**src/hw/rtl/assert_macros.svh**
```systemverilog
// Assertion helpers for the actuator frame parser RTL.
// The enclosing module must have i_clk and i_rst_n in scope.
`ifndef ASSERT_MACROS_SVH
`define ASSERT_MACROS_SVH
`ifndef ASSERT_OFF
`define ACFP_ASSERT(lbl, prop, msg) \
    lbl: assert property (@(posedge i_clk) disable iff (!i_rst_n) prop) else $error(msg);
`define ACFP_ASSERT_RST(lbl, prop, msg) \
    lbl: assert property (@(posedge i_clk) prop) else $error(msg);
`else
`define ACFP_ASSERT(lbl, prop, msg)
`define ACFP_ASSERT_RST(lbl, prop, msg)
`endif
`endif

```
**src/hw/rtl/acfp_pkg.sv**
```systemverilog
`default_nettype none
package acfp_pkg;

    localparam int ACT_MAX_DEF    = 16;
    localparam int VALUE_BITS_DEF = 16;

    localparam int INDEX_W    = 16;
    localparam int COUNT_W    = 5;
    localparam int READ_IDX_W = 4;
    localparam int OUT_W      = 16;

    localparam logic KIND_BYTE = 1'b0;
    localparam logic KIND_READ = 1'b1;

    localparam logic [7:0] CHAR_OPEN  = 8'h7B;
    localparam logic [7:0] CHAR_CLOSE = 8'h7D;
    localparam logic [7:0] CHAR_SEP   = 8'h3B;
    localparam logic [7:0] CHAR_PLUS  = 8'h2B;
    localparam logic [7:0] CHAR_MINUS = 8'h2D;
    localparam logic [7:0] CHAR_ZERO  = 8'h30;
    localparam logic [7:0] CHAR_NINE  = 8'h39;
    localparam logic [7:0] CHAR_SPACE = 8'h20;
    localparam logic [7:0] CHAR_TAB   = 8'h09;
    localparam logic [7:0] CHAR_CR    = 8'h0D;

endpackage
`default_nettype wire

```
**src/hw/rtl/actuator_command_frame_parser.sv**
```systemverilog
// Actuator command frame parser.
// The input channel (i_in_valid / o_in_ready) carries one item per
// handshake: a received serial byte (kind 0) or a read of one actuator
// slot (kind 1). Bytes form frames "{index;value}"; a closed frame with
// an index below the configured count stores the value and raises the
// new-data flag, which a read returns and then clears.
// The output channel (o_out_valid / i_out_ready) gives one result per
// item, in the cycle after the item is accepted. Every item is finished in
// a single pass from the parser state registers into the result
// register, so one item is taken per cycle for as long as the receiver
// keeps up. When the receiver stalls, the result register holds and
// o_in_ready drops until the result is taken.
// Writing the count (i_cfg_we) clears the whole store. Synchronous reset
// clears the count, the store valid bits, the new-data flag and the
// frame parser; the result register is empty after reset.
`default_nettype none
`include "assert_macros.svh"
module actuator_command_frame_parser #(
    parameter int ACT_MAX    = acfp_pkg::ACT_MAX_DEF,
    parameter int VALUE_BITS = acfp_pkg::VALUE_BITS_DEF
) (
    input  wire logic                             i_clk,
    input  wire logic                             i_rst_n,
    input  wire logic                             i_cfg_we,
    input  wire logic [acfp_pkg::COUNT_W-1:0]     i_cfg_data,
    input  wire logic                             i_in_valid,
    output logic                                  o_in_ready,
    input  wire logic                             i_kind,
    input  wire logic [7:0]                       i_rx_byte,
    input  wire logic [acfp_pkg::READ_IDX_W-1:0]  i_read_index,
    output logic                                  o_out_valid,
    input  wire logic                             i_out_ready,
    output logic                                  o_frame_done,
    output logic                                  o_frame_accepted,
    output logic signed [acfp_pkg::OUT_W-1:0]     o_read_value,
    output logic                                  o_new_data
);

    localparam int AW = (ACT_MAX > 1) ? $clog2(ACT_MAX) : 1;

    logic r_in_frame, n_in_frame;
    logic r_seen_sep, n_seen_sep;
    logic r_new_data, n_new_data;
    logic r_out_valid;
    logic r_frame_done;
    logic r_frame_acc;
    logic r_out_new_data;

    logic accept;
    logic is_byte;
    logic is_read;
    logic is_open;
    logic is_close;
    logic is_sep;
    logic close_hit;
    logic body_char;
    logic idx_clear;
    logic idx_feed;
    logic val_clear;
    logic val_feed;
    logic idx_ok;
    logic wr_en;

    logic                          idx_neg;
    logic [acfp_pkg::INDEX_W-1:0]  idx_acc;
    logic                          val_neg;
    logic [VALUE_BITS-1:0]         val_acc;
    logic [VALUE_BITS-1:0]         val_store;
    logic [acfp_pkg::COUNT_W-1:0]  count;

    assign o_in_ready = !r_out_valid || i_out_ready;
    assign accept     = i_in_valid && o_in_ready;
    assign is_byte    = accept && (i_kind == acfp_pkg::KIND_BYTE);
    assign is_read    = accept && (i_kind == acfp_pkg::KIND_READ);

    assign is_open   = (i_rx_byte == acfp_pkg::CHAR_OPEN);
    assign is_close  = (i_rx_byte == acfp_pkg::CHAR_CLOSE);
    assign is_sep    = (i_rx_byte == acfp_pkg::CHAR_SEP);
    assign close_hit = is_byte && is_close && r_in_frame;
    assign body_char = is_byte && r_in_frame && !is_open && !is_close;

    // Until the first separator, the index and the value read the same text.
    assign idx_clear = (is_byte && is_open) || close_hit;
    assign idx_feed  = body_char && !r_seen_sep;
    assign val_clear = idx_clear || (body_char && is_sep && !r_seen_sep);
    assign val_feed  = body_char && !(is_sep && !r_seen_sep);

    acfp_num_feed #(
        .ACC_W    (acfp_pkg::INDEX_W),
        .SATURATE (1'b1)
    ) u_index (
        .i_clk   (i_clk),
        .i_rst_n (i_rst_n),
        .i_clear (idx_clear),
        .i_feed  (idx_feed),
        .i_char  (i_rx_byte),
        .o_neg   (idx_neg),
        .o_acc   (idx_acc)
    );

    acfp_num_feed #(
        .ACC_W    (VALUE_BITS),
        .SATURATE (1'b0)
    ) u_value (
        .i_clk   (i_clk),
        .i_rst_n (i_rst_n),
        .i_clear (val_clear),
        .i_feed  (val_feed),
        .i_char  (i_rx_byte),
        .o_neg   (val_neg),
        .o_acc   (val_acc)
    );

    // A minus sign is tolerated only on an index of zero.
    assign idx_ok    = !(idx_neg && (idx_acc != '0))
                    && (idx_acc < acfp_pkg::INDEX_W'(count));
    assign wr_en     = close_hit && idx_ok;
    assign val_store = val_neg ? (VALUE_BITS'(0) - val_acc) : val_acc;

    acfp_store #(
        .ACT_MAX    (ACT_MAX),
        .VALUE_BITS (VALUE_BITS)
    ) u_store (
        .i_clk      (i_clk),
        .i_rst_n    (i_rst_n),
        .i_cfg_we   (i_cfg_we),
        .i_cfg_data (i_cfg_data),
        .i_wr_en    (wr_en),
        .i_wr_addr  (AW'(idx_acc)),
        .i_wr_data  (val_store),
        .i_rd_en    (accept),
        .i_rd_sel   (is_read),
        .i_rd_idx   (i_read_index),
        .o_count    (count),
        .o_rd_value (o_read_value)
    );

    always_comb begin
        n_in_frame = r_in_frame;
        n_seen_sep = r_seen_sep;
        n_new_data = r_new_data;
        if (is_read) begin
            n_new_data = 1'b0;
        end else if (is_byte) begin
            if (is_open) begin
                n_in_frame = 1'b1;
                n_seen_sep = 1'b0;
            end else if (close_hit) begin
                n_in_frame = 1'b0;
                n_seen_sep = 1'b0;
            end else if (body_char && is_sep) begin
                n_seen_sep = 1'b1;
            end
            if (wr_en) begin
                n_new_data = 1'b1;
            end
        end
    end

    always_ff @(posedge i_clk) begin
        if (!i_rst_n) begin
            r_in_frame     <= 1'b0;
            r_seen_sep     <= 1'b0;
            r_new_data     <= 1'b0;
            r_out_valid    <= 1'b0;
            r_frame_done   <= 1'b0;
            r_frame_acc    <= 1'b0;
            r_out_new_data <= 1'b0;
        end else begin
            r_in_frame <= n_in_frame;
            r_seen_sep <= n_seen_sep;
            r_new_data <= n_new_data;
            if (accept) begin
                r_out_valid    <= 1'b1;
                r_frame_done   <= close_hit;
                r_frame_acc    <= wr_en;
                // A read reports the flag as it stood before clearing it.
                r_out_new_data <= is_read ? r_new_data : n_new_data;
            end else if (i_out_ready) begin
                r_out_valid <= 1'b0;
            end
        end
    end

    assign o_out_valid      = r_out_valid;
    assign o_frame_done     = r_frame_done;
    assign o_frame_accepted = r_frame_acc;
    assign o_new_data       = r_out_new_data;

    `ACFP_ASSERT(a_acc_has_done, o_out_valid && o_frame_accepted |-> o_frame_done, "done missing")
    `ACFP_ASSERT(a_acc_sets_flag, o_out_valid && o_frame_accepted |-> o_new_data, "flag not set")
    `ACFP_ASSERT(a_read_clears, is_read |=> !r_new_data, "read did not clear new data")
    `ACFP_ASSERT(a_ready_when_empty, !r_out_valid |-> o_in_ready, "stalled while empty")
    `ACFP_ASSERT_RST(a_reset_empty, !i_rst_n |=> !o_out_valid, "result valid after reset")

endmodule
`default_nettype wire

```
**src/hw/rtl/acfp_ram.sv**
```systemverilog
`default_nettype none
module acfp_ram #(
    parameter int WIDTH = 16,
    parameter int DEPTH = 16,
    localparam int AW = (DEPTH > 1) ? $clog2(DEPTH) : 1
) (
    input  wire logic             i_clk,
    input  wire logic             i_we,
    input  wire logic [AW-1:0]    i_waddr,
    input  wire logic [WIDTH-1:0] i_wdata,
    input  wire logic             i_re,
    input  wire logic [AW-1:0]    i_raddr,
    output logic      [WIDTH-1:0] o_rdata
);

    logic [WIDTH-1:0] r_mem [DEPTH];
    logic [WIDTH-1:0] r_rdata;

    always_ff @(posedge i_clk) begin
        if (i_we) begin
            r_mem[i_waddr] <= i_wdata;
        end
        if (i_re) begin
            r_rdata <= r_mem[i_raddr];
        end
    end

    assign o_rdata = r_rdata;

endmodule
`default_nettype wire

```
**src/hw/rtl/acfp_num_feed.sv**
```systemverilog
`default_nettype none
// Decimal number scanner: skips whitespace, takes one optional sign,
// then accumulates digits until the first non-digit.
module acfp_num_feed #(
    parameter int ACC_W    = 16,
    parameter bit SATURATE = 1'b0
) (
    input  wire logic             i_clk,
    input  wire logic             i_rst_n,
    input  wire logic             i_clear,
    input  wire logic             i_feed,
    input  wire logic [7:0]       i_char,
    output logic                  o_neg,
    output logic      [ACC_W-1:0] o_acc
);

    typedef enum logic [1:0] {
        PH_SKIP,
        PH_SIGN,
        PH_DIGITS,
        PH_STOP
    } t_phase;

    t_phase             r_phase, n_phase;
    logic               r_neg, n_neg;
    logic [ACC_W-1:0]   r_acc, n_acc;

    logic               is_digit;
    logic               is_ws;
    logic               is_sign;
    logic [ACC_W+3:0]   prod;
    logic [ACC_W-1:0]   acc_next;

    assign is_digit = (i_char >= acfp_pkg::CHAR_ZERO) && (i_char <= acfp_pkg::CHAR_NINE);
    assign is_ws    = (i_char == acfp_pkg::CHAR_SPACE)
                   || ((i_char >= acfp_pkg::CHAR_TAB) && (i_char <= acfp_pkg::CHAR_CR));
    assign is_sign  = (i_char == acfp_pkg::CHAR_PLUS) || (i_char == acfp_pkg::CHAR_MINUS);

    // acc * 10 + digit; the product cannot exceed ACC_W + 4 bits.
    assign prod = ({4'b0, r_acc} << 3) + ({4'b0, r_acc} << 1)
                + (ACC_W + 4)'(i_char[3:0]);

    always_comb begin
        if (SATURATE && (prod[ACC_W+3:ACC_W] != 4'b0)) begin
            acc_next = '1;
        end else begin
            acc_next = prod[ACC_W-1:0];
        end
    end

    always_comb begin
        n_phase = r_phase;
        n_neg   = r_neg;
        n_acc   = r_acc;
        if (i_clear) begin
            n_phase = PH_SKIP;
            n_neg   = 1'b0;
            n_acc   = '0;
        end else if (i_feed) begin
            case (r_phase)
                PH_SKIP: begin
                    if (is_ws) begin
                        n_phase = PH_SKIP;
                    end else if (is_sign) begin
                        n_neg   = (i_char == acfp_pkg::CHAR_MINUS);
                        n_phase = PH_SIGN;
                    end else if (is_digit) begin
                        n_phase = PH_DIGITS;
                        n_acc   = acc_next;
                    end else begin
                        n_phase = PH_STOP;
                    end
                end
                PH_SIGN, PH_DIGITS: begin
                    if (is_digit) begin
                        n_phase = PH_DIGITS;
                        n_acc   = acc_next;
                    end else begin
                        n_phase = PH_STOP;
                    end
                end
                default: begin
                    n_phase = r_phase;
                end
            endcase
        end
    end

    always_ff @(posedge i_clk) begin
        if (!i_rst_n) begin
            r_phase <= PH_SKIP;
            r_neg   <= 1'b0;
            r_acc   <= '0;
        end else begin
            r_phase <= n_phase;
            r_neg   <= n_neg;
            r_acc   <= n_acc;
        end
    end

    assign o_neg = r_neg;
    assign o_acc = r_acc;

endmodule
`default_nettype wire

```
**src/hw/rtl/acfp_store.sv**
```systemverilog
`default_nettype none
// Actuator value store: RAM plus one valid bit per slot, so that a slot
// never written since reset or the last count write reads as zero.
module acfp_store #(
    parameter int ACT_MAX    = acfp_pkg::ACT_MAX_DEF,
    parameter int VALUE_BITS = acfp_pkg::VALUE_BITS_DEF,
    localparam int AW = (ACT_MAX > 1) ? $clog2(ACT_MAX) : 1
) (
    input  wire logic                              i_clk,
    input  wire logic                              i_rst_n,
    input  wire logic                              i_cfg_we,
    input  wire logic [acfp_pkg::COUNT_W-1:0]      i_cfg_data,
    input  wire logic                              i_wr_en,
    input  wire logic [AW-1:0]                     i_wr_addr,
    input  wire logic [VALUE_BITS-1:0]             i_wr_data,
    input  wire logic                              i_rd_en,
    input  wire logic                              i_rd_sel,
    input  wire logic [acfp_pkg::READ_IDX_W-1:0]   i_rd_idx,
    output logic      [acfp_pkg::COUNT_W-1:0]      o_count,
    output logic signed [acfp_pkg::OUT_W-1:0]      o_rd_value
);

    logic [acfp_pkg::COUNT_W-1:0] r_count, n_count;
    logic                         r_valid [ACT_MAX];
    logic                         r_rd_ok;
    logic [VALUE_BITS-1:0]        rd_data;
    logic signed [VALUE_BITS-1:0] rd_signed;
    logic                         rd_in_range;
    logic [AW-1:0]                rd_addr;

    assign rd_addr     = AW'(i_rd_idx);
    assign rd_in_range = (int'(i_rd_idx) < ACT_MAX);

    always_comb begin
        if (int'(i_cfg_data) > ACT_MAX) begin
            n_count = acfp_pkg::COUNT_W'(ACT_MAX);
        end else begin
            n_count = i_cfg_data;
        end
    end

    acfp_ram #(
        .WIDTH (VALUE_BITS),
        .DEPTH (ACT_MAX)
    ) u_ram (
        .i_clk   (i_clk),
        .i_we    (i_wr_en),
        .i_waddr (i_wr_addr),
        .i_wdata (i_wr_data),
        .i_re    (i_rd_en && i_rd_sel && rd_in_range),
        .i_raddr (rd_addr),
        .o_rdata (rd_data)
    );

    always_ff @(posedge i_clk) begin
        if (!i_rst_n) begin
            r_count <= '0;
            r_rd_ok <= 1'b0;
            for (int i = 0; i < ACT_MAX; i++) begin
                r_valid[i] <= 1'b0;
            end
        end else begin
            if (i_cfg_we) begin
                r_count <= n_count;
                for (int i = 0; i < ACT_MAX; i++) begin
                    r_valid[i] <= 1'b0;
                end
            end else if (i_wr_en) begin
                r_valid[i_wr_addr] <= 1'b1;
            end
            if (i_rd_en) begin
                r_rd_ok <= i_rd_sel && rd_in_range && r_valid[rd_addr];
            end
        end
    end

    assign rd_signed  = rd_data;
    assign o_count    = r_count;
    assign o_rd_value = r_rd_ok ? acfp_pkg::OUT_W'(rd_signed) : '0;

endmodule
`default_nettype wire
```
**config.mk**
```make
export PLATFORM = sky130hd
export DESIGN_NAME = actuator_command_frame_parser
export DESIGN_NICKNAME = d
export VERILOG_FILES = /design/src/hw/rtl/acfp_pkg.sv /design/src/hw/rtl/actuator_command_frame_parser.sv /design/src/hw/rtl/acfp_ram.sv /design/src/hw/rtl/acfp_num_feed.sv /design/src/hw/rtl/acfp_store.sv
export VERILOG_INCLUDE_DIRS = /design/src /design/src/hw/rtl
export SDC_FILE = /design/constraint.sdc
export NUM_CORES = 1
export LEC_CHECK = 0
export BUFFER_PORTS_ARGS = -buffer_cell sky130_fd_sc_hd__buf_2
export CORE_MARGIN = 10
export CORE_UTILIZATION = 30
export CTS_CLUSTER_SIZE = 40
export DETAILED_ROUTE_END_ITERATION = 10
export MAX_ROUTING_LAYER = met4
export PLACE_DENSITY = 0.55
export SYNTH_ARGS = -nofsm -noshare
export SYNTH_HDL_FRONTEND = slang
export SYNTH_HIERARCHICAL = 1
export SYNTH_SLANG_ARGS = --single-unit
```
**constraint.sdc**
```tcl
create_clock -name i_clk -period 3.4 [get_ports i_clk]
set_clock_uncertainty 0.1 [all_clocks]
set_input_delay 0 -clock i_clk [delete_from_list [all_inputs] [get_ports i_clk]]
set_output_delay 0 -clock i_clk [all_outputs]
set_load 0.02 [all_outputs]
```
==> results of run 1 <==
## sequential cells by signal, summed over array words and instances, names as in the netlist
signal                 cells
u_store/u_ram/r_mem      256
u_index/o_acc             16
u_store/r_valid           16
u_store/u_ram/o_rdata     16
u_value/o_acc             16
u_store/o_count            5
u_index/r_phase            2
u_value/r_phase            2
o_frame_accepted           1
o_frame_done               1
o_new_data                 1
o_out_valid                1
r_in_frame                 1
r_new_data                 1
r_seen_sep                 1
u_index/o_neg              1
u_store/r_rd_ok            1
u_value/o_neg              1
## worst max-delay path: cells and delay by family, from the launching register on
kind	cells	cell delay (ns)
AOI/OAI and AO/OA	5	0.74
adders and majority gates	2	0.97
buffers and inverters	3	0.42
DFF	1	0.34
muxes	1	0.33
and+or+nand+nor	1	0.18
## layer usage
metal  routed length (um)  up-vias  GRT usage  share of wire
li1                     -     4547          -              -
met4                  551        0     0.0250          0.016
met3                 1260       45     0.0160          0.036
met1                16600     4734      0.150           0.47
met5                    0        -          -              0
met2                16600      149      0.181           0.47
## path summary, 6_finish.rpt
| path | to | slack [ns] | cells after the start |
|---|---|---|---|
| max reg2reg | u_index/o_acc[5] | 0.19 | 12 |
| max | u_index/o_acc[5] | 0.19 | 12 |
| min reg2reg | u_store/r_valid[7] | 0.35 | 2 |
| min | u_index/r_phase[0] | 0.04 | 4 |
## power breakdown
part           switching [mW]  leakage (nW)  internal (mW)
Sequential            0.00327          3.29           4.43
Combinational           0.156          3.12          0.114
Clock                    1.59         0.584           2.35
Total                    1.75          7.00           6.89
## kinds of logic (layout without fill, tap and decap cells)
kind of cell	count (synthesis)	after routing	share of synthesized area
buffers and inverters	77	240	0.0237
XOR/XNOR	38	38	0.0212
AND/OR/NAND/NOR	258	258	0.0863
adder cells (fa/ha/maj)	70	70	0.0578
flip-flops	339	339	0.607
multiplexers	74	74	0.103
AO/OA/AOI/OAI	232	232	0.102
## per-stage QoR
step / setup TNS [ns] / worst slack [ns] / instances / total power [mW]
6_report: 0 / 0.192 / 1931 / 8.64
5_1_grt: 0 / 0.0112 / 1931 / 8.95
4_1_cts: 0 / 0.00275 / 1929 / 8.75
3_5_place_dp: 0 / 0.0134 / 1829 / 4.76
3_3_place_gp: 0 / 0.0691 / 1829 / 4.76
2_1_floorplan: -8.30 / -0.173 / 1088 / 4.67
## cell usage in the layout (no fill, tap or decap), drive strengths merged, types with 5 or more instances in the layout
cell	count
buf	102
mux2i	7
dlygate4sd3	35
a211oi	7
nor3	12
nor4	9
nand2b	21
ha	66
o31ai	11
dfxtp	67
and3	5
a21oi	53
mux4	66
xnor2	23
clkbuf	59
a21o	12
a22o	8
nand4	10
xor2	15
and2	23
inv	38
o21ai	57
a31oi	11
edfxtp	272
o22ai	6
nand3b	6
a22oi	32
nand3	21
nand2	74
nor2b	11
o21a	5
nor2	44
o211ai	7
## area by class of cell
cell class,instances,area share
clock buffers,58,0.0575
clock inverters,7,0.00723
inverters,37,0.00743
multi-input cells,672,0.314
flip-flops and latches,339,0.508
well taps,680,0.0455
repair buffers,138,0.0594
## Yosys cell counts (all sizes together), types with 4 or more instances
cell	n
nand2b	21
fa	4
nand4	10
nor4	9
ha	66
a22oi	32
or3	4
clkbuf	16
o22ai	6
a31oi	11
xnor2	23
nor3	12
a21oi	53
o31ai	11
mux2i	7
o21a	5
a211oi	7
and2	23
nand3	21
buf	24
a22o	8
nor2	44
a21o	12
edfxtp	272
dfxtp	67
nand3b	6
inv	37
o21ai	57
nor2b	11
xor2	15
and3	5
mux4	66
o211ai	7
nand2	74
## what timing repair did
item / in CTS / in global routing
hold buffers: 35 / 0
setup buffers: 0 / 1
hold endpoints to repair: 35 / 0
gates resized for setup: 0 / 2
endpoints found under the setup margin: 0 / 16
==> flow_summary.ini, run 1 <==
[outcome]
status = completed

[floorplanning]
ioPinCount = 44
design.die.area_um2 = 61800
die_x_um = 249
core_area_um2 = 51500
initial_core_util = 0.304
core.rowCount = 83
die_h_um = 249

[worst_setup_path]
critPathKind = reg2reg
reg2reg_from = u_index/o_acc[0]
required_ns = 3.71
crit_fanout = 8
cp_slowest_stage_delay_ns = 0.53
crit_chain = fa_1, inv_1, fa_1, nand2b_1, a21oi_2, o21ai_2, a31oi_2, mux2_4, a2111oi_4, buf_4, clkbuf_16, a21oi_2
start_kind = flop
cp_slowest_cell = fa_1
end_kind = flop
startpoint = u_index/o_acc[0]
worst_ep_arrival_time_ns = 3.52

[timing]
slew_viol_final = 0
period_share = 0.943
worst_slew_pin_slew_ns = 1.26
timing.slew.headroom = 0.153
whs_ns = 0.0367
period_minus_slack_ns = 3.21
setup_violations = 0
final-hold-violation-count = 0
max_freq_ghz = 0.312
rsz0062_at_grt = false

[synth]
synth_top_area_cell = edfxtp_1
synth_edf_count = 272
yosysTopAreaCellShare = 0.521
synth_flop_cell = edfxtp_1
ys.warnings.count = 6
syn-instance-count = 1088
syn_avg_cell_area_um2 = 14.4
synth_cell_types = 79
synth_area_um2 = 15700
yosys-top-cells-area = edfxtp_1, dfxtp_1, mux4_2, ha_1, nand2_1
synthArstFlopShare = 0
synth_seq_cells = 339
synth_seq_area_share = 0.607
syn-num-nets = 1181

[route]
ant_nets = 0
routed_via_density = 4.91
firstDrtPassIters = 4
drt-total-wl_um = 34900
drt_iter0_drc = 649
drc = 0
routed-via-count = 9475
routedWlPerCell_um = 18.1

[finish]
diodes = 0
finish.utilization = 0.363
n_fill_cell = 4952
final_cell_area_um2 = 18700
synthToLayoutAreaGrowth_pct = 19.3
drive_above_1_share = 0.206
fin_nets = 1318
multi_input_area_um2 = 5880
regArea_um2 = 9510

[clock_network]
cts_tree = done
clkTransAtPathRegs_ns = 0.05
worstSkewPairLatency_ns = 0.53
clock_path_buffers = 3
cts_root_buf = clkbuf_16
cts_buffers = 37
cts_num_sinks = 339
htreeDepth = 2

[global_routing]
grt.overflow.total = 0
grt_max_degree = 35
grt_pass1_vias = 9751
grt_antenna_before_repair = 0
grt_pass1_wl_um = 55600
track_usage = 0.113

[hold_path]
hold_start = i_rx_byte[5]
hp-class = in2reg

[placement]
placed_cell_area_um2 = 17100
io_buffers = 43
gp_congestion = 0.784
dp_hpwl_um = 23500

[pwr]
leakage_nw = 7.00
max-vdd-ir-drop_mv = 0.295
power_density_nw_per_um2 = 462

[run]
maxCapViolCount = 0
(Power assumes the default switching activity.)
==> run 2: changes to the inputs <==
--- a/config.mk
+++ b/config.mk
@@ -6,6 +6,7 @@
 export SDC_FILE = /design/constraint.sdc
 export NUM_CORES = 1
 export LEC_CHECK = 0
+export ABC_AREA = 1
 export BUFFER_PORTS_ARGS = -buffer_cell sky130_fd_sc_hd__buf_2
 export CORE_MARGIN = 10
 export CORE_UTILIZATION = 30
@@ -17,3 +18,4 @@
 export SYNTH_HDL_FRONTEND = slang
 export SYNTH_HIERARCHICAL = 1
 export SYNTH_SLANG_ARGS = --single-unit
+export TNS_END_PERCENT = 10
==> run 2 against run 1 <==
  * Flip-flop and latch count unchanged
  * Worst hold slack worse by 0.0010 ns
  * Cell count increased by 54%
  * Utilization is 1.2 points lower
  * Sequential power about the same
  * Largest power group unchanged
  * Largest cell class unchanged
  * Count of clock-buffer cells in the layout fell by 11
  * Global-route usage rose by 2.1 points
==> flow_summary.ini, run 2 <==
[worst_setup_path]
end_kind = flop
critPathKind = reg2reg
r2r-end = u_index/o_acc[14]
rr_worst_depth = 15
required_ns = 3.76
crit_fanout = 12
reg2reg_from = u_index/o_acc[0]
worst_ep_arrival_time_ns = 3.40
startpoint = u_index/o_acc[0]
start_kind = flop
endpoint = u_index/o_acc[14]
r2r_setup_slack_ns = 0.36

[global_routing]
grt_max_degree = 138
track_usage = 0.135
grt_pass1_wl_um = 73600
grt_pass1_vias = 13400
grt.overflow.total = 0
grt_antenna_before_repair = 0

[timing]
period_minus_slack_ns = 3.04
slew_viol_final = 0
period_share = 0.893
setup_violations = 0
max_freq_ghz = 0.329
setup_tns_ns = 0
final-hold-violation-count = 0
worst_slew_pin_slew_ns = 1.07
rsz0062_at_grt = false
timing.slew.headroom = 0.289

[route]
drc = 0
routed-via-count = 13500
drt-total-wl_um = 46100
drt_iter0_drc = 918
ant_nets = 0
firstDrtPassIters = 7
routedWlPerCell_um = 15.4
routed_via_density = 4.52

[pwr]
combinationalPowerShare = 0.048
power_density_nw_per_um2 = 433
switchingPower_mw = 1.98
leakage_nw = 9.47
max-vdd-ir-drop_mv = 0.300
intPower_mw = 7.01
total_power_mw = 8.99
pwr-share-clk = 0.459
power_switching_share = 0.220
p_seq_frac = 0.494

[clock_network]
htreeDepth = 2
clock_path_buffers = 3
cts_tree = done
worstSkewPairLatency_ns = 0.56
cts_buffers = 39
cts_num_sinks = 339
cts_root_buf = clkbuf_16
clkTransAtPathRegs_ns = 0.06

[synth]
synth_xor_area_frac = 0.0122
synth_top_area_cell = edfxtp_1
synth_edf_count = 272
yosys-top-cells-area = edfxtp_1, nand2_1, inv_1, dfxtp_1, nand3_1
yosys.area_share.simple = 0.256
yosysTopAreaCellShare = 0.455
synth_seq_cells = 339
ys.warnings.count = 6
synth-compound-area-share = 0.0393
synth_top_family_by_area = simple AND/OR/NAND/NOR gates
synthArstFlopShare = 0
synth_area_um2 = 17900
syn-num-nets = 2174
synth_common_cells = nand2_1, inv_1, edfxtp_1
syn-instance-count = 2081
synth_seq_area_share = 0.530
syn_avg_cell_area_um2 = 8.62
synth_flop_cell = edfxtp_1
synthMuxAreaShare = 0
synth.most_common_cell = nand2_1
synth_cell_types = 48
synthAdderAreaFrac = 0.0505

[placement]
gp_congestion = 0.845
dp_hpwl_um = 30200
io_buffers = 43

[run]
maxCapViolCount = 0

[floorplanning]
ioPinCount = 44
die_h_um = 265
design.die.area_um2 = 70000
initial_core_util = 0.303
core.rowCount = 89
die_x_um = 265
core_area_um2 = 59100

[finish]
multi_input_area_um2 = 6500
layout_commonest_cell = nand2_1
final_cell_mix = nand2_1, inv_1, edfxtp_1
regArea_um2 = 9510
synthToLayoutAreaGrowth_pct = 15.9
drive_above_1_share = 0.117
fin_nets = 2274
largest_reg_flops = 256
n_fill_cell = 6011
diodes = 0
regMostFlops = u_store/u_ram/r_mem

[hold_path]
hp-class = in2reg

[outcome]
status = completed
[run 2: power by group through the flow]
stage / Clock (mW) / Combinational [mW] / Sequential, mW
after floorplan: 0 / 0.274 / 4.53
after global placement: 0 / 0.398 / 4.53
after detailed placement: 0 / 0.401 / 4.53
after CTS: 4.24 / 0.428 / 4.44
after global routing: 4.43 / 0.476 / 4.44
final: 4.12 / 0.427 / 4.44
[run 2: layout make-up]
type                       instances  share of cell area
tap                              773              0.0465
clock inverter                    23              0.0111
timing repair buffer             124              0.0467
sequential                       339               0.457
clock buffer                      47              0.0489
inverter                         425              0.0768
multi-input combinational       1252               0.313
[run 2: timing repair]
action	in CTS	in global routing
buffers inserted	0	2
hold buffers	37	0
endpoints found under the hold margin	44	0
resized for setup	0	9
endpoints found under the setup margin	0	193
[run 2: logic make-up (layout without fill, tap and decap cells)]
| kind of cell | after synthesis | in the layout |
|---|---|---|
| simple gates | 1042 | 1042 |
| buf+inv | 490 | 619 |
| flops | 339 | 339 |
| compound gates | 115 | 115 |
| fa+ha+maj | 70 | 70 |
| xor+xnor | 25 | 25 |
[run 2: through the flow]
step | util | hold slack, ns | cells | cell area, um2 | worst slack (ns)
after CTS | 0.351 | 0.00481 | 2981 | 20700 | 0.0452
after detailed placement | 0.323 | 0.185 | 2874 | 19100 | 0.352
after global placement | 0.323 | 0.171 | 2874 | 19100 | 0.429
after floorplan | - | 0.0185 | 2081 | 17900 | 0.774
final | 0.352 | 0.0357 | 2983 | 20800 | 0.362
after global routing | 0.352 | 0.0260 | 2983 | 20800 | 0.136
[run 2: per-layer routing]
layer,global-route usage,routed length [um]
met4,0.0413,1130
met2,0.231,22500
met5,-,0
met3,0.0167,1910
met1,0.163,20500
[run 2: how the worst min path moves through the flow]
stage | startpoint | end | slack, ns | depth (start not counted)
3_5_place_dp | i_cfg_data[0] | u_store/o_count[0] | 0.19 | 3
2_1_floorplan | i_out_ready | o_in_ready | 0.02 | 2
4_1_cts | i_read_index[3] | u_store/u_ram/o_rdata[4] | 0.005 | 4
3_3_place_gp | i_cfg_data[0] | u_store/o_count[0] | 0.17 | 3
5_1_grt | i_read_index[3] | u_store/u_ram/o_rdata[13] | 0.03 | 4
6_report | i_read_index[3] | u_store/u_ram/o_rdata[15] | 0.04 | 4
[run 2: worst max-delay path, stage by stage (launching register included)]
cell and delay [ns]:
dfxtp_1 0.44, fa_1 0.60, inv_1 0.07, fa_1 0.41, inv_1 0.07, nand2_1 0.06
nand2_1 0.14, nand3_2 0.09, nand2_2 0.10, nand2_1 0.07, nand3_1 0.10, nand2_2 0.08
nor2_4 0.35, nand3_1 0.14, nand2_1 0.08, inv_1 0.04
==> run 3: changes to the inputs <==
--- a/config.mk
+++ b/config.mk
@@ -13,7 +13,7 @@
 export CTS_CLUSTER_SIZE = 40
 export DETAILED_ROUTE_END_ITERATION = 10
 export MAX_ROUTING_LAYER = met4
-export PLACE_DENSITY = 0.55
+export PLACE_DENSITY = 0.44
 export SYNTH_ARGS = -nofsm -noshare
 export SYNTH_HDL_FRONTEND = slang
 export SYNTH_HIERARCHICAL = 1
==> run 3 against run 2 <==
  * Final area up 0.61%
  * Power up 1.4%
  * Worst hold slack better by 0.0012 ns
  * Routed wire length up 5.1%
  * Setup slack worse by 0.15 ns
  * Count of clock-buffer cells in the layout up 11
  * First-iteration DRC count down 0.11%
  * Cell count up 0.50%
  * Flip-flop and latch count unchanged
  * Via count down 0.82%
  * Critical endpoint is now u_store/u_ram/r_mem[5][12]
  * Largest power group unchanged
==> flow_summary.ini, run 3 (synthesized netlist as in run 2, its figures left out) <==
[outcome]
status = completed

[pwr]
power_switching_share = 0.224
power_density_nw_per_um2 = 436
p_seq_frac = 0.487
pwr-share-clk = 0.466
combinationalPowerShare = 0.047
max-vdd-ir-drop_mv = 0.269
leakage_nw = 9.54
switchingPower_mw = 2.04
intPower_mw = 7.08

[route]
routed_via_density = 4.46
drt_iter0_drc = 917
routed-via-count = 13400
ant_nets = 0
firstDrtPassIters = 5
routedWlPerCell_um = 16.2
drt-total-wl_um = 48400
drc = 0

[worst_setup_path]
reg2reg_from = u_index/o_acc[0]
required_ns = 3.53
crit_fanout = 16
worst_ep_arrival_time_ns = 3.32
worst_path_dominant_cell_family = buffers and inverters
rr_worst_depth = 15
startpoint = i_rx_byte[5]
path_buf_inv = 6
path_depth = 13
end_kind = flop
cp_slowest_stage_delay_ns = 0.62
crit_chain = dlygate4sd3_1, buf_2, nand4_1, dlygate4sd3_1, nor2_2, dlygate4sd3_1, nand2_2, nor2_2, nand2_2, inv_1, nand3b_1, nor2_2, buf_6
cp_slowest_cell = dlygate4sd3_1
critPathKind = in2reg
start_kind = input port

[finish]
final_cell_mix = nand2_1, inv_1, edfxtp_1
layout_commonest_cell = nand2_1
finish.utilization = 0.354
layout.cells.non_filler = 2998
diodes = 0
synthToLayoutAreaGrowth_pct = 16.6
drive_above_1_share = 0.117
final_cell_area_um2 = 20900
largest_reg_flops = 256
regMostFlops = u_store/u_ram/r_mem
fin_nets = 2286

[global_routing]
grt_max_degree = 81
track_usage = 0.141
grt_pass1_vias = 13100
grt.overflow.total = 0
grt_pass1_wl_um = 76200
grt_antenna_before_repair = 0

[timing]
timing.slew.headroom = 0.197
worst_slew_pin_slew_ns = 1.20
rsz0062_at_grt = false
setup_tns_ns = 0
max_freq_ghz = 0.313
period_share = 0.939
final-hold-violation-count = 0
whs_ns = 0.0369
slew_viol_final = 0
period_minus_slack_ns = 3.19
setup_violations = 0

[clock_network]
clkTransAtPathRegs_ns = 0.06
cts_num_sinks = 339
worstSkewPairLatency_ns = 0.56
htreeDepth = 2
cts_buffers = 42
cts_setup_buffers = 0
cts_tree = done
clock_path_buffers = 3
cts_root_buf = clkbuf_16

[hold_path]
hold_start = i_read_index[3]
whs_path_depth = 4
hp-class = in2reg

[placement]
placed_cell_area_um2 = 19100
dp.cells = 2880
io_buffers = 43
dp_hpwl_um = 29900
gp_congestion = 0.795

[floorplanning]
die_h_um = 265
die_x_um = 265
core_area_um2 = 59100
core.rowCount = 89
initial_core_util = 0.303
design.die.area_um2 = 70000
ioPinCount = 44

[run]
maxCapViolCount = 0
-- run 3: what timing repair did --
| action | CTS | global route |
|---|---|---|
| hold buffers | 42 | 0 |
| endpoints found under the setup margin | 0 | 164 |
| resized for setup | 0 | 13 |
| hold endpoints to repair | 44 | 0 |
-- run 3: path summary, 6_finish.rpt --
path / to / slack (ns)
worst min register to register: r_new_data / 0.37
worst max-delay path: u_store/u_ram/r_mem[5][12] / 0.21
worst min-delay path: u_store/u_ram/o_rdata[4] / 0.04
worst max register to register: u_index/o_acc[14] / 0.38
-- run 3: cell type report --
type	count	area, um2
clock inverters	18	115
clock buffers	58	1180
repair buffers	133	1060
well taps	773	967
multi-input cells	1252	6470
inverters	425	1600
flip-flops and latches	339	9510
fillers	6039	38200
-- run 3: worst register-to-register path, stage by stage, from the launching register on --
cell	delay (ns)
dfxtp_1	0.44
fa_1	0.59
inv_1	0.07
fa_1	0.41
inv_1	0.08
nand2_1	0.07
nand2_1	0.13
nand3_2	0.08
nand2_2	0.09
nand2_1	0.07
nand3_1	0.10
nand2_2	0.08
nor2_4	0.38
nand3_1	0.14
nand2_1	0.07
inv_1	0.03
-- run 3: through the flow --
step / power (mW) / worst slack (ns)
6_report: 9.12 / 0.208
5_1_grt: 9.45 / 0.00255
4_1_cts: 9.24 / 0.177
3_5_place_dp: 4.94 / 0.370
3_3_place_gp: 4.94 / 0.416
2_1_floorplan: 4.80 / 0.774
-- run 3: per-layer routing --
metal	track usage	share of wire	up-vias	routed length (um)
met4	0.0321	0.017	0	799
met1	0.179	0.47	6289	22800
met2	0.236	0.48	192	23200
met5	-	0	-	0
li1	-	-	6850	-
met3	0.0199	0.033	54	1620
-- run 3: power by group through the flow --
| stage | sequential, mW | clock, mW | combinational (mW) |
|---|---|---|---|
| after global routing | 4.44 | 4.53 | 0.485 |
| after CTS | 4.44 | 4.36 | 0.438 |
| after global placement | 4.53 | 0 | 0.407 |
| after detailed placement | 4.53 | 0 | 0.410 |
| after floorplan | 4.53 | 0 | 0.274 |
| final | 4.44 | 4.25 | 0.432 |
